File: src/idfl_pkg.sv
// Shared types and constants for the ID free-list allocator.
package idfl_pkg;

  localparam int FREE_DEPTH_DEF = 256;
  localparam int ID_BITS_DEF    = 16;
  localparam int TID_W          = 16;
  localparam int CFG_W          = 9;
  localparam logic [CFG_W-1:0] CAP_RESET = 9'd64;

  typedef enum logic [1:0] {
    OP_ALLOC   = 2'd0,
    OP_RELEASE = 2'd1,
    OP_QUERY   = 2'd2
  } op_e;

  typedef enum logic [1:0] {
    STATUS_OK        = 2'd0,
    STATUS_EXHAUSTED = 2'd1,
    STATUS_UNUSED    = 2'd2,
    STATUS_FULL      = 2'd3
  } status_e;

  typedef struct packed {
    op_e              op;
    logic [TID_W-1:0] target_id;
  } req_t;

  typedef struct packed {
    logic [TID_W-1:0] given_id;
    logic             in_use;
    status_e          status;
  } res_t;

endpackage

File: src/idfl_seq.sv
// Sequencer: init sweep, allocate, and the entry-by-entry free-list scan.
module idfl_seq #(
  parameter int FREE_DEPTH = idfl_pkg::FREE_DEPTH_DEF,
  parameter int ID_BITS    = idfl_pkg::ID_BITS_DEF,
  localparam int IdxW      = $clog2(FREE_DEPTH),
  localparam int CntW      = $clog2(FREE_DEPTH + 1)
) (
  input  logic                clk_i,
  input  logic                rst_ni,
  input  logic                reinit_i,
  input  logic [CntW-1:0]     cap_i,
  input  logic                start,
  output logic                busy,
  input  idfl_pkg::req_t      req_i,
  output logic                done_o,
  output idfl_pkg::res_t      res_o,
  output logic                ram_we_o,
  output logic [IdxW-1:0]     ram_waddr_o,
  output logic [ID_BITS-1:0]  ram_wdata_o,
  output logic [IdxW-1:0]     ram_raddr_o,
  input  logic [ID_BITS-1:0]  ram_rdata_i
);

  import idfl_pkg::*;

  localparam int CW = (ID_BITS > TID_W) ? ID_BITS : TID_W;
  localparam int SW = CntW + 1;

  typedef enum logic [3:0] {
    ST_INIT  = 4'b0001,
    ST_IDLE  = 4'b0010,
    ST_ALLOC = 4'b0100,
    ST_SCAN  = 4'b1000
  } state_e;

  state_e             state_q, state_d;
  logic [IdxW-1:0]    head_q, head_d;
  logic [CntW-1:0]    count_q, count_d;
  logic [ID_BITS-1:0] highest_q, highest_d;
  logic [IdxW-1:0]    init_q, init_d;
  logic [CntW-1:0]    k_q, k_d;
  logic [IdxW-1:0]    ptr_q, ptr_d;
  logic               pend_q, pend_d;
  logic               done_q, done_d;
  op_e                op_q, op_d;
  logic [TID_W-1:0]   tid_q, tid_d;
  res_t               res_q, res_d;

  logic [SW-1:0]      tail_sum;
  logic [IdxW-1:0]    tail;
  logic               hit;
  logic               scan_end;

  function automatic logic [IdxW-1:0] wrap_inc(input logic [IdxW-1:0] p);
    logic [IdxW-1:0] r;
    if (p == IdxW'(FREE_DEPTH - 1)) begin
      r = '0;
    end else begin
      r = p + 1'b1;
    end
    return r;
  endfunction

  // slot just past the newest free entry
  assign tail_sum = SW'(head_q) + SW'(count_q);
  assign tail     = (tail_sum >= SW'(FREE_DEPTH)) ? IdxW'(tail_sum - SW'(FREE_DEPTH))
                                                  : IdxW'(tail_sum);

  // read data arrives the cycle after its address; pend_q marks it as a live entry
  assign hit      = pend_q && (CW'(ram_rdata_i) == CW'(tid_q));
  assign scan_end = hit || ((k_q >= count_q) && !pend_q);

  always_comb begin
    state_d     = state_q;
    head_d      = head_q;
    count_d     = count_q;
    highest_d   = highest_q;
    init_d      = init_q;
    k_d         = k_q;
    ptr_d       = ptr_q;
    pend_d      = pend_q;
    op_d        = op_q;
    tid_d       = tid_q;
    done_d      = 1'b0;
    res_d       = '{given_id: '0, in_use: 1'b0, status: STATUS_OK};
    ram_we_o    = 1'b0;
    ram_waddr_o = init_q;
    ram_wdata_o = ID_BITS'(init_q);
    ram_raddr_o = (state_q == ST_SCAN) ? ptr_q : head_q;

    case (state_q)
      ST_INIT: begin
        ram_we_o = 1'b1;
        if (init_q == IdxW'(FREE_DEPTH - 1)) begin
          state_d   = ST_IDLE;
          head_d    = '0;
          count_d   = cap_i;
          highest_d = ID_BITS'(cap_i - 1'b1);
        end else begin
          init_d = init_q + 1'b1;
        end
      end
      ST_IDLE: begin
        if (start) begin
          op_d  = req_i.op;
          tid_d = req_i.target_id;
          case (req_i.op)
            OP_ALLOC: begin
              if (count_q != '0) begin
                state_d = ST_ALLOC;
              end else begin
                done_d = 1'b1;
                if (highest_q == '1) begin
                  res_d.status = STATUS_EXHAUSTED;
                end else begin
                  highest_d      = highest_q + 1'b1;
                  res_d.given_id = TID_W'(highest_q + 1'b1);
                end
              end
            end
            OP_RELEASE, OP_QUERY: begin
              if (CW'(req_i.target_id) > CW'(highest_q)) begin
                done_d = 1'b1;
                if (req_i.op == OP_RELEASE) begin
                  res_d.status = STATUS_UNUSED;
                end
              end else begin
                state_d = ST_SCAN;
                k_d     = '0;
                ptr_d   = head_q;
                pend_d  = 1'b0;
              end
            end
            default: begin
              done_d = 1'b1;
            end
          endcase
        end
      end
      ST_ALLOC: begin
        done_d         = 1'b1;
        res_d.given_id = TID_W'(ram_rdata_i);
        head_d         = wrap_inc(head_q);
        count_d        = count_q - 1'b1;
        state_d        = ST_IDLE;
      end
      ST_SCAN: begin
        if (k_q < count_q) begin
          ptr_d  = wrap_inc(ptr_q);
          k_d    = k_q + 1'b1;
          pend_d = 1'b1;
        end else begin
          pend_d = 1'b0;
        end
        if (scan_end) begin
          state_d = ST_IDLE;
          done_d  = 1'b1;
          pend_d  = 1'b0;
          if (op_q == OP_QUERY) begin
            res_d.in_use = !hit;
          end else if (hit) begin
            res_d.status = STATUS_UNUSED;
          end else if ((CW'(tid_q) == CW'(highest_q)) && (tid_q != '0)) begin
            highest_d = highest_q - 1'b1;
          end else if (count_q == CntW'(FREE_DEPTH)) begin
            res_d.status = STATUS_FULL;
          end else begin
            ram_we_o    = 1'b1;
            ram_waddr_o = tail;
            ram_wdata_o = ID_BITS'(tid_q);
            count_d     = count_q + 1'b1;
          end
        end
      end
      default: begin
        state_d = ST_INIT;
        init_d  = '0;
      end
    endcase

    if (reinit_i) begin
      state_d = ST_INIT;
      init_d  = '0;
      pend_d  = 1'b0;
    end
  end

  always_ff @(posedge clk_i or negedge rst_ni) begin
    if (!rst_ni) begin
      state_q   <= ST_INIT;
      head_q    <= '0;
      count_q   <= '0;
      highest_q <= '0;
      init_q    <= '0;
      k_q       <= '0;
      ptr_q     <= '0;
      pend_q    <= 1'b0;
      done_q    <= 1'b0;
    end else begin
      state_q   <= state_d;
      head_q    <= head_d;
      count_q   <= count_d;
      highest_q <= highest_d;
      init_q    <= init_d;
      k_q       <= k_d;
      ptr_q     <= ptr_d;
      pend_q    <= pend_d;
      done_q    <= done_d;
    end
  end

  always_ff @(posedge clk_i) begin
    op_q  <= op_d;
    tid_q <= tid_d;
    res_q <= res_d;
  end

  assign busy   = (state_q != ST_IDLE);
  assign done_o = done_q;
  assign res_o  = res_q;

endmodule

File: config.mk
export PLATFORM = sky130hd
export DESIGN_NAME = idfl_seq
export DESIGN_NICKNAME = d
export VERILOG_FILES = /design/src/idfl_pkg.sv /design/src/idfl_seq.sv
export SDC_FILE = /design/constraint.sdc
export NUM_CORES = 1
export LEC_CHECK = 0
export BUFFER_PORTS_ARGS = -buffer_cell sky130_fd_sc_hd__buf_4
export CAP_MARGIN = 5
export CORE_MARGIN = 5
export CORE_UTILIZATION = 53
export CTS_CLUSTER_SIZE = 24
export DETAILED_ROUTE_END_ITERATION = 8
export PLACE_DENSITY = 0.77
export SETUP_SLACK_MARGIN = 0.05
export SLEW_MARGIN = 10
export SYNTH_ARGS = -nofsm -noshare
export SYNTH_HDL_FRONTEND = slang
export SYNTH_SLANG_ARGS = --single-unit
File: constraint.sdc
create_clock -name clk_i -period 3.35 [get_ports clk_i]
set_clock_uncertainty 0.2 [all_clocks]
set_input_delay 0.1675 -clock clk_i [delete_from_list [all_inputs] [get_ports clk_i]]
set_output_delay 0.1675 -clock clk_i [all_outputs]
set_load 0.03 [all_outputs]
; ---- Yosys cells after proc, flatten, opt, wreduce, memory -nomap -nowiden
; Cells that the tools add are included.
[word_totals]
register_bits = 101
in_bits = 47
wordCells = 185
[classes]
order_cmp = 4
n_reduce_logical = 25
eq_ne = 39
addsub = 11
n_mux = 92
[op_table]
columns = cell, count
row1 = $mux W16, 19
row2 = $mux W8, 17
row3 = $mux W9, 10
row4 = $pmux W16 S3, 1
row5 = $pmux W8 S2, 3
row6 = $eq A16 B16 Y1, 2
row7 = $pmux W16 S2, 1
row8 = $pmux W9 S3, 1
row9 = $add A8 B1 Y8 const B, 3
row10 = $eq A8 B8 Y1 const B, 3
row11 = $mux W4, 6
row12 = $ne A2 B2 Y1 const B, 10
row13 = $add A9 B1 Y9 const B, 2
row14 = $pmux W9 S2, 1
row15 = $mux W1, 17
row16 = $add A16 B1 Y16 const B, 1
row17 = $eq A16 B16 Y1 const B, 1
row18 = $gt A16 B16 Y1, 1
row19 = $mux W2, 8
row20 = $pmux W4 S4, 1
row21 = $reduce_bool A16 Y1, 1
row22 = $sub A16 B1 Y16 const B, 1
row23 = $ne A3 B3 Y1 const B, 5
row24 = $add A8 B9 Y10, 1
row25 = other kinds (37), 55

; ---- Longest topological paths before layout
; Gate-level depths: netlist of the first run.
[depth]
word_depth = 9
mapped_depth = 13
depth_no_buf = 10

; ---- Worst setup path before layout of the first run
; Ideal clock, no wire load.
[synth_timing]
kind = register to register
from = register state_q[2]
to = register count_q[7]
path_stages_with_launch = 14
period_less_slack_ps = 3491
setup_time_ps = 125
arrival_ps = 3166
n_path_buf = 3
path_slack_ps = -141
cell_sequence = dfrtp_1 > buf_2 > nor4b_4 > inv_2 > clkbuf_1 > buf_1 > ha_1 > a21o_1 > a211oi_1 > nor2_1 > o41ai_1 > xor2_1 > a21oi_1 > mux2_2
[synth_between]
elab_chain_cells = 3
word_cells_on_any_way = 12
[synth_lines]
columns = element, line_no
row1 = "start, declared", idfl_seq.sv:36  ; state_e state_q, state_d;
row2 = "start signal, assigned", idfl_seq.sv:200  ; state_q <= state_d;
row3 = "$eq A4 B4 Y1, or another cell as far along", idfl_seq.sv:91  ; case (state_q)
row4 = $ne A2 B2 Y1 (no source line) or $reduce_bool A3 Y1 (tied branches), --
row5 = $reduce_and A7 Y1 (no source line), --
row6 = "end signal, assigned", idfl_seq.sv:202  ; count_q <= count_d;
row7 = "end, declared", idfl_seq.sv:38  ; logic [CntW-1:0] count_q, count_d;
; Parallel ways exist; a longest one is shown, timed or not.
; A chain may end at the register's enable or synchronous reset.

; ---- Final worst setup path of the first run
[layout_timing]
from = register count_q[1]
to = output ram_wdata_o[0]
[layout_between]
elab_chain_cells = 7
word_cells_on_any_way = 10
[layout_lines]
columns = element, line_no
row1 = $eq A9 B9 Y1, idfl_seq.sv:165  ; end else if (count_q == CntW'(FREE_DEPTH)) begin
row2 = $mux W16, idfl_seq.sv:165
row3 = $mux W16, idfl_seq.sv:163  ; end else if ((CW'(tid_q) == CW'(highest_q)) && (tid_q != '0)) begin
row4 = $mux W16, idfl_seq.sv:161  ; end else if (hit) begin
row5 = $mux W16, idfl_seq.sv:159  ; if (op_q == OP_QUERY) begin
row6 = $mux W16 (*), idfl_seq.sv:155  ; if (scan_end) begin
row7 = $mux W16 (*), idfl_seq.sv:91
row8 = "end, declared", idfl_seq.sv:19  ; output logic [ID_BITS-1:0] ram_wdata_o,
; Every way passes the cells marked *; elsewhere a longest branch is shown, timed or not.

==> results.md, run 1 <==
### Status
• complete, no violations — status

### Yosys
• 7380 µm² — synthesized area
• 101 — post-synthesis sequential element count
• 891 — cells after synthesis
• 0 — number of synthesis warnings
• 34.2% — fraction of the yosys area taken by sequential cells
• 18 — EDFF count, synth
• sky130_fd_sc_hd__nand2_1 — most used standard cell by instance count after synthesis
• 8.28 µm² — post-synthesis area per instance
• sky130_fd_sc_hd__dfrtp_1 — cell accounting for the most synthesized area
• sky130_fd_sc_hd__nand2_1 (97), sky130_fd_sc_hd__o21ai_0 (77), sky130_fd_sc_hd__nor2_1 (75), sky130_fd_sc_hd__dfrtp_1 (63), sky130_fd_sc_hd__inv_1 (57) — top cell types by occurrence after synthesis
• 21.4% — area fraction of the dominant cell type after synthesis
• sky130_fd_sc_hd__dfrtp_1 — most used flip-flop cell after synthesis
• 63.4% — share of synthesized registers carrying an async set or reset
• sky130_fd_sc_hd__dfrtp_1 (21%), sky130_fd_sc_hd__ha_1 (8.3%), sky130_fd_sc_hd__edfxtp_1 (7.3%), sky130_fd_sc_hd__xnor2_1 (5.6%), sky130_fd_sc_hd__o21ai_0 (5.2%) — top area cells in the synthesized netlist
• 989 — net count after synthesis
• 77 — count of cell types in the netlist

### Finish
• 25.4% — growth of design area from synthesis to finish
• 1106 — final-layout fill cell count
• 18.1% — proportion of layout cells with a drive suffix above 1
• 9260 µm² — post-route cell area
• 1138 — Total Nets Final
• 1226 — count of placed standard cells in the final layout, fillers left out

### Hold path
• in -> reg — type of the tightest min-delay check

### GRT
• 5.83% — global routing usage on met3
• 40.3% — met1 Usage GRT
• 0 — initial antenna violation count
• 37.4 mm — global-route wire length before repair
• 6992 — number of global-route vias before repair
• 28.3% — GRT Total Usage
• met2 — routing layer with the top usage in global route
• 65 — pin count of the biggest net entering global routing
• 44.0% — met2 Use GR
• 0 — overflow left after global routing

### Floorplan
• 16400 µm² — die area
• 13800 µm² — core footprint
• 128 µm — floorplan die height
• 101 — IO Pins
• 43 — Cell Rows
• 128 µm — Die X-Extent
• 53.6% — effective utilization at floorplan

### STA
• no — setup repair after global routing missed its margin
• 0 — Final Max Tran Viols
• 0 ps — total negative setup slack
• 920 ps — Tightest Pin Transition
• 3160 ps — Period minus WS final
• 94.4% — final critical-path share of the clock period
• 0 — total setup violations reported at the end of the flow
• 0 — number of hold-slack violations in the final timing report
• 38.7% — max_slew headroom
• 188 ps — final worst slack
• 316 MHz — fmax

### Setup path
• sky130_fd_sc_hd__buf_4 — cell with the most instances on the worst path
• 460 ps — delay of the slowest critical-path stage
• compound AO/OA/AOI/OAI gates — cell family contributing the most delay on the critical path
• 6 — maximum fanout along the worst path
• 3 — Buffers & Inverters on Critical Path
• output pin — kind of capture point of the worst setup path
• flip-flop — startpoint type of the worst setup path
• inv_1 > ha_1 > a21oi_1 > o21ai_1 > a211oi_2 > a21oi_2 > nand4_1 > buf_4 > mux2_2 > buf_4 — cells along the critical path
• sky130_fd_sc_hd__dfrtp_1 — Crit-path slowest cell
• 2980 ps — Data required, critical path
• 2790 ps — critical path data arrival time
• reg -> out — Critical Setup Path Class

### Clock network
• 70 ps — clk slew on worst S/H paths
• 350 ps — worst-skew pair later-pin latency
• 9 — cts bufs inserted
• 101 — clk sink count
• 3 — count of H-tree levels built during CTS
• done — CTS tree
• 2 — buffer depth of the longest clock path
• sky130_fd_sc_hd__clkbuf_16 — root buffer cell

### Place
• 8490 µm² — dpl cell area
• 16.7 mm — Detail Placement HPWL
• 1168 — Post-Place Cells
• 0.900 — gpl congestion
• 165 ps — Placement Setup Slack
• 100 — Port Buffer Count

### Pwr
• 4.02 nW — leakage power figure
• 706 nW/µm² — power per unit of standard cell area
• 6.53 mW — overall power
• 0.395 mV — Worst IR Drop VDD

### Routing
• 22.9 mm — routed wire length
• 6.05 — Via-to-Cell Ratio
• 0 — number of DRC violations after detailed routing
• 642 — initial detailed-routing violation count
• 0 — number of nets still failing antenna checks after routing
• 5 — First-pass DRT Iterations
• 7419 — count of vias placed by the detailed router
• 18.7 µm — average wire per standard cell

### Job
• 0 — Max-cap violations

[power by group]
group          switching (mW)  internal (mW)  total [mW]
Clock                   0.488          0.731        1.22
Combinational            2.09           1.44        3.53
Sequential              0.286           1.50        1.78
[logic make-up after synthesis]
logic type               share of synthesized area, %
multiplexers                                     2.05
AO/OA/AOI/OAI                                    18.2
buffers and inverters                            5.83
XOR/XNOR                                         8.19
flip-flops                                       34.2
adder cells (fa/ha/maj)                          8.85
AND/OR/NAND/NOR                                  22.7
[final cells by class]
class,count,area [µm²],area share (%)
clock inverters,6,111,1.20
repair buffers,184,1480,16.0
multi-input cells,684,4460,48.2
flip-flops and latches,101,2520,27.3
diodes,1,2.50,0.0270
inverters,60,225,2.43
well taps,180,225,2.43
clock buffers,10,229,2.47
[metal layers]
layer / vias to the layer above / wire length, µm / part of all wire [%]
li1: 3503 / - / -
met1: 3486 / 10100 / 44
met2: 400 / 10400 / 45
met3: 30 / 2070 / 9.0
met4: 0 / 336 / 1.5
met5: - / 0 / 0
[placed cells by master (no fill, tap or decap), types with 10 or more instances in the layout]
| cell | netlist | layout |
|---|---|---|
| sky130_fd_sc_hd__buf_4 | 4 | 145 |
| sky130_fd_sc_hd__nand2_1 | 97 | 97 |
| sky130_fd_sc_hd__nor2_1 | 75 | 75 |
| sky130_fd_sc_hd__o21ai_0 | 77 | 74 |
| sky130_fd_sc_hd__dfrtp_1 | 63 | 63 |
| sky130_fd_sc_hd__inv_1 | 57 | 57 |
| sky130_fd_sc_hd__ha_1 | 49 | 49 |
| sky130_fd_sc_hd__xnor2_1 | 47 | 47 |
| sky130_fd_sc_hd__dlygate4sd3_1 | 0 | 39 |
| sky130_fd_sc_hd__a21oi_1 | 38 | 37 |
| sky130_fd_sc_hd__nand3_1 | 29 | 29 |
| sky130_fd_sc_hd__nor3_1 | 26 | 26 |
| sky130_fd_sc_hd__xor2_1 | 22 | 22 |
| sky130_fd_sc_hd__nor4_1 | 21 | 20 |
| sky130_fd_sc_hd__nand4_1 | 19 | 19 |
| sky130_fd_sc_hd__dfxtp_1 | 19 | 19 |
| sky130_fd_sc_hd__edfxtp_1 | 18 | 18 |
| sky130_fd_sc_hd__o22ai_1 | 14 | 14 |
| sky130_fd_sc_hd__and3_1 | 14 | 14 |
| sky130_fd_sc_hd__a31oi_1 | 14 | 14 |
| sky130_fd_sc_hd__nand2b_1 | 11 | 11 |
| sky130_fd_sc_hd__o21ai_1 | 7 | 10 |
[timing repair]
item / CTS / global route
endpoints found under the setup margin: 25 / 36
resized for setup: 1 / 6
buffers inserted: 2 / 0
hold buffers: 39 / 0
hold endpoints to repair: 104 / 0
pin swaps: 1 / 1
[worst register-to-register path: stages, from the launching register on]
cell	delay [ps]
sky130_fd_sc_hd__dfrtp_1	490
sky130_fd_sc_hd__nor4b_4	290
sky130_fd_sc_hd__inv_2	180
sky130_fd_sc_hd__fa_1	450
sky130_fd_sc_hd__a21oi_1	240
sky130_fd_sc_hd__o211ai_1	170
sky130_fd_sc_hd__o41ai_1	410
sky130_fd_sc_hd__xnor2_1	240
sky130_fd_sc_hd__nor2_1	70
sky130_fd_sc_hd__nor4_1	190
sky130_fd_sc_hd__o22a_1	160
[metrics by stage]
stage	hold slack [ps]	utilization [%]
6_report	17.5	67.2
5_1_grt	45.7	67.2
4_1_cts	14.6	67.1
3_5_place_dp	148	61.6
3_3_place_gp	141	61.6
2_1_floorplan	-328	-
[sequential cells by signal, summed over array words and instances (netlist names), 2 cells and up]
register,cells
res_o,19
state_q,4
k_q,9
ptr_q,8
head_q,8
highest_q,16
tid_q,16
op_q,2
init_q,8
count_q,9
[final timing paths]
kind | startpoint | endpoint | slack (ps) | cells past startpoint
max | count_q[1] | ram_wdata_o[0] | 190 | 10
min | cap_i[6] | count_q[6] | 20 | 4
max reg2reg | state_q[2] | count_q[8] | 200 | 10
min reg2reg | k_q[6] | k_q[6] | 310 | 1
max in group asynchronous | rst_ni | count_q[4] | 2040 | 2
min in group asynchronous | rst_ni | highest_q[12] | 300 | 2
Power figures use the tool's default switching activity.
==> run 2: changes to the inputs <==
CORE_ASPECT_RATIO = 1.5   (was not set)
SETUP_SLACK_MARGIN = not set   (was 0.05)
==> run 2 against run 1 <==
Utilization barely moved. Sequential power up 5%. Highest routed layer unchanged. Total power fell by 3.4%. Clock power fell by 16%. Critical path depth stayed put. Largest power group unchanged.
==> results.md, run 2 (synthesis gave the netlist of run 1 again) <==
### Status
• complete, no violations — status

### STA
• 315 MHz — fmax, -0.32%
• 94.7% — final critical-path share of the clock period, +0.30 points
• 0 — number of hold-slack violations in the final timing report, unchanged
• 0 ps — total negative setup slack, unchanged
• no — setup repair after global routing missed its margin
• 38.8% — max_slew headroom, +0.17 points
• 3170 ps — Period minus WS final, +10.2 ps
• 0 — total setup violations reported at the end of the flow, unchanged
• 918 ps — Tightest Pin Transition, -2.55 ps
• 0 — Final Max Tran Viols, unchanged

### Place
• 8430 µm² — dpl cell area, -0.71%
• 0.938 — gpl congestion, +4.2%
• 17.8 mm — Detail Placement HPWL, +6.8%
• 100 — Port Buffer Count, unchanged

### Finish
• 1138 — final-layout fill cell count, +2.9%
• 1133 — Total Nets Final, -0.44%
• 23.8% — growth of design area from synthesis to finish
• 4460 µm² — area of the multi-input gates, about the same
• 9140 µm² — post-route cell area, -1.3%
• 0 — antenna diode instance count, -1
• 18.0% — proportion of layout cells with a drive suffix above 1, -0.11 points
• 19 — number of flip-flops under the largest register name, unchanged
• sky130_fd_sc_hd__buf_4 — most frequent standard cell in the layout excluding fill and tap cells
• sky130_fd_sc_hd__buf_4 (139), sky130_fd_sc_hd__nand2_1 (97), sky130_fd_sc_hd__nor2_1 (75), sky130_fd_sc_hd__o21ai_0 (75), sky130_fd_sc_hd__dfrtp_1 (60) — leading cell types in the layout, fill and taps excluded
• 2530 µm² — register area, +0.15%
• 67.2% — utilization after layout, about the same

### Floorplan
• 16400 µm² — die area, +0.30%
• 101 — IO Pins, unchanged
• 155 µm — floorplan die height, +21%
• 13600 µm² — core footprint, -1.3%
• 106 µm — Die X-Extent, -17%
• 54.3% — effective utilization at floorplan, +0.69 points
• 52 — Cell Rows, +21%

### Clock network
• 70 ps — clk slew on worst S/H paths, about the same
• 3 — count of H-tree levels built during CTS, unchanged
• done — CTS tree
• 101 — clk sink count, unchanged
• 2 — buffer depth of the longest clock path, unchanged
• sky130_fd_sc_hd__clkbuf_16 — root buffer cell
• 360 ps — worst-skew pair later-pin latency, about the same
• 9 — cts bufs inserted, unchanged

### Setup path
• count_q[3] — source of the worst register-to-register timing path
• 2800 ps — critical path data arrival time, about the same
• flip-flop — startpoint type of the worst setup path
• 2980 ps — Data required, critical path, about the same
• 11 — logic depth of the worst register-to-register path, +1
• count_q[3] — endpoint of the lowest-slack register-to-register path
• 220 ps — R2R Setup Slk, +20 ps
• ram_waddr_o[0] — termination of the worst setup path
• reg -> out — Critical Setup Path Class
• 25 — maximum fanout along the worst path, +19
• output pin — kind of capture point of the worst setup path
• count_q[6] — critical path startpoint

### Pwr
• 6.31 mW — overall power, -3.4%
• 691 nW/µm² — power per unit of standard cell area, -2.1%
• 3.96 nW — leakage power figure, -1.4%
• 0.325 mV — Worst IR Drop VDD, -18%

### Routing
• 1.19 mm — Met3 Routed Length, -43%
• 468 — initial detailed-routing violation count, -27%
• 7330 — count of vias placed by the detailed router, -1.2%
• 5 — First-pass DRT Iterations, unchanged
• 6.10 — Via-to-Cell Ratio, +0.77%
• 0 — number of nets still failing antenna checks after routing, unchanged
• 12.4 mm — amount of wire on met2 after detailed routing, +19%
• 19.6 µm — average wire per standard cell, +4.9%
• 0 — number of DRC violations after detailed routing, unchanged
• 8.62 mm — DRT met1 WL, -15%
• met4 — uppermost layer routed
• 23.6 mm — routed wire length, +2.9%

### Job
• 0 — Max-cap violations, unchanged

### GRT
• 65 — pin count of the biggest net entering global routing, unchanged
• 7114 — number of global-route vias before repair, +1.7%
• 0 — overflow left after global routing, unchanged
• 28.8% — GRT Total Usage, +0.49 points
• 37.3 mm — global-route wire length before repair, -0.17%
• 0 — initial antenna violation count, unchanged

### Hold path
• in -> reg — type of the tightest min-delay check

[run 2: layout make-up]
class | count | area share, %
timing repair buffer | 179 | 15.8
multi-input combinational | 684 | 48.8
clock inverter | 7 | 0.548
tap | 162 | 2.22
inverter | 60 | 2.47
sequential | 101 | 27.7
clock buffer | 9 | 2.47
[run 2: how the worst min path moves through the flow]
stage                   from      endpoint  slack (ps)  cells past startpoint
floorplan             rst_ni    count_q[0]        -330                      0
global placement      rst_ni     head_q[5]         150                      1
detailed placement    rst_ni     head_q[5]         140                      1
CTS                 cap_i[6]    count_q[6]           5                      4
global route        cap_i[0]  highest_q[0]          40                      3
finish              cap_i[6]    count_q[6]          10                      4
[run 2: where the power goes]
group	leakage, nW	internal [mW]	switching (mW)
Combinational	2.73	1.42	2.00
Clock	0.130	0.508	0.513
Sequential	1.11	1.50	0.370
[run 2: critical path, stage by stage (launching register included)]
cell and delay, ps:
sky130_fd_sc_hd__dfrtp_2 450, sky130_fd_sc_hd__inv_1 70, sky130_fd_sc_hd__ha_1 330, sky130_fd_sc_hd__a211oi_1 220, sky130_fd_sc_hd__nor2_1 110, sky130_fd_sc_hd__a211oi_2 280, sky130_fd_sc_hd__a21oi_2 130, sky130_fd_sc_hd__nand4_1 120
sky130_fd_sc_hd__buf_6 210, sky130_fd_sc_hd__mux2_2 350, sky130_fd_sc_hd__buf_4 170
[run 2: what timing repair did]
action                                  CTS  global route
pin swaps                                 0             2
endpoints found under the setup margin    4            31
hold endpoints to repair                104             0
hold buffers                             39             0
gates resized for setup                   3             8
buffers inserted                          0             1
[run 2: metrics by stage]
stage / hold slack (ps) / setup WS, ps / cells
after detailed placement: 139 / 254 / 1146
after global placement: 146 / 286 / 1146
after CTS: 4.71 / 60.0 / 1201
final: 12.2 / 178 / 1202
after floorplan: -328 / 8.42 / 891
after global routing: 36.4 / 5.52 / 1202
[run 2: per-layer routing]
layer  global-route usage, %  vias up
met1                    31.1     3450
met3                    3.92       85
met2                    52.7      306
li1                        -     3489
met5                       0        -
met4                    16.9        0
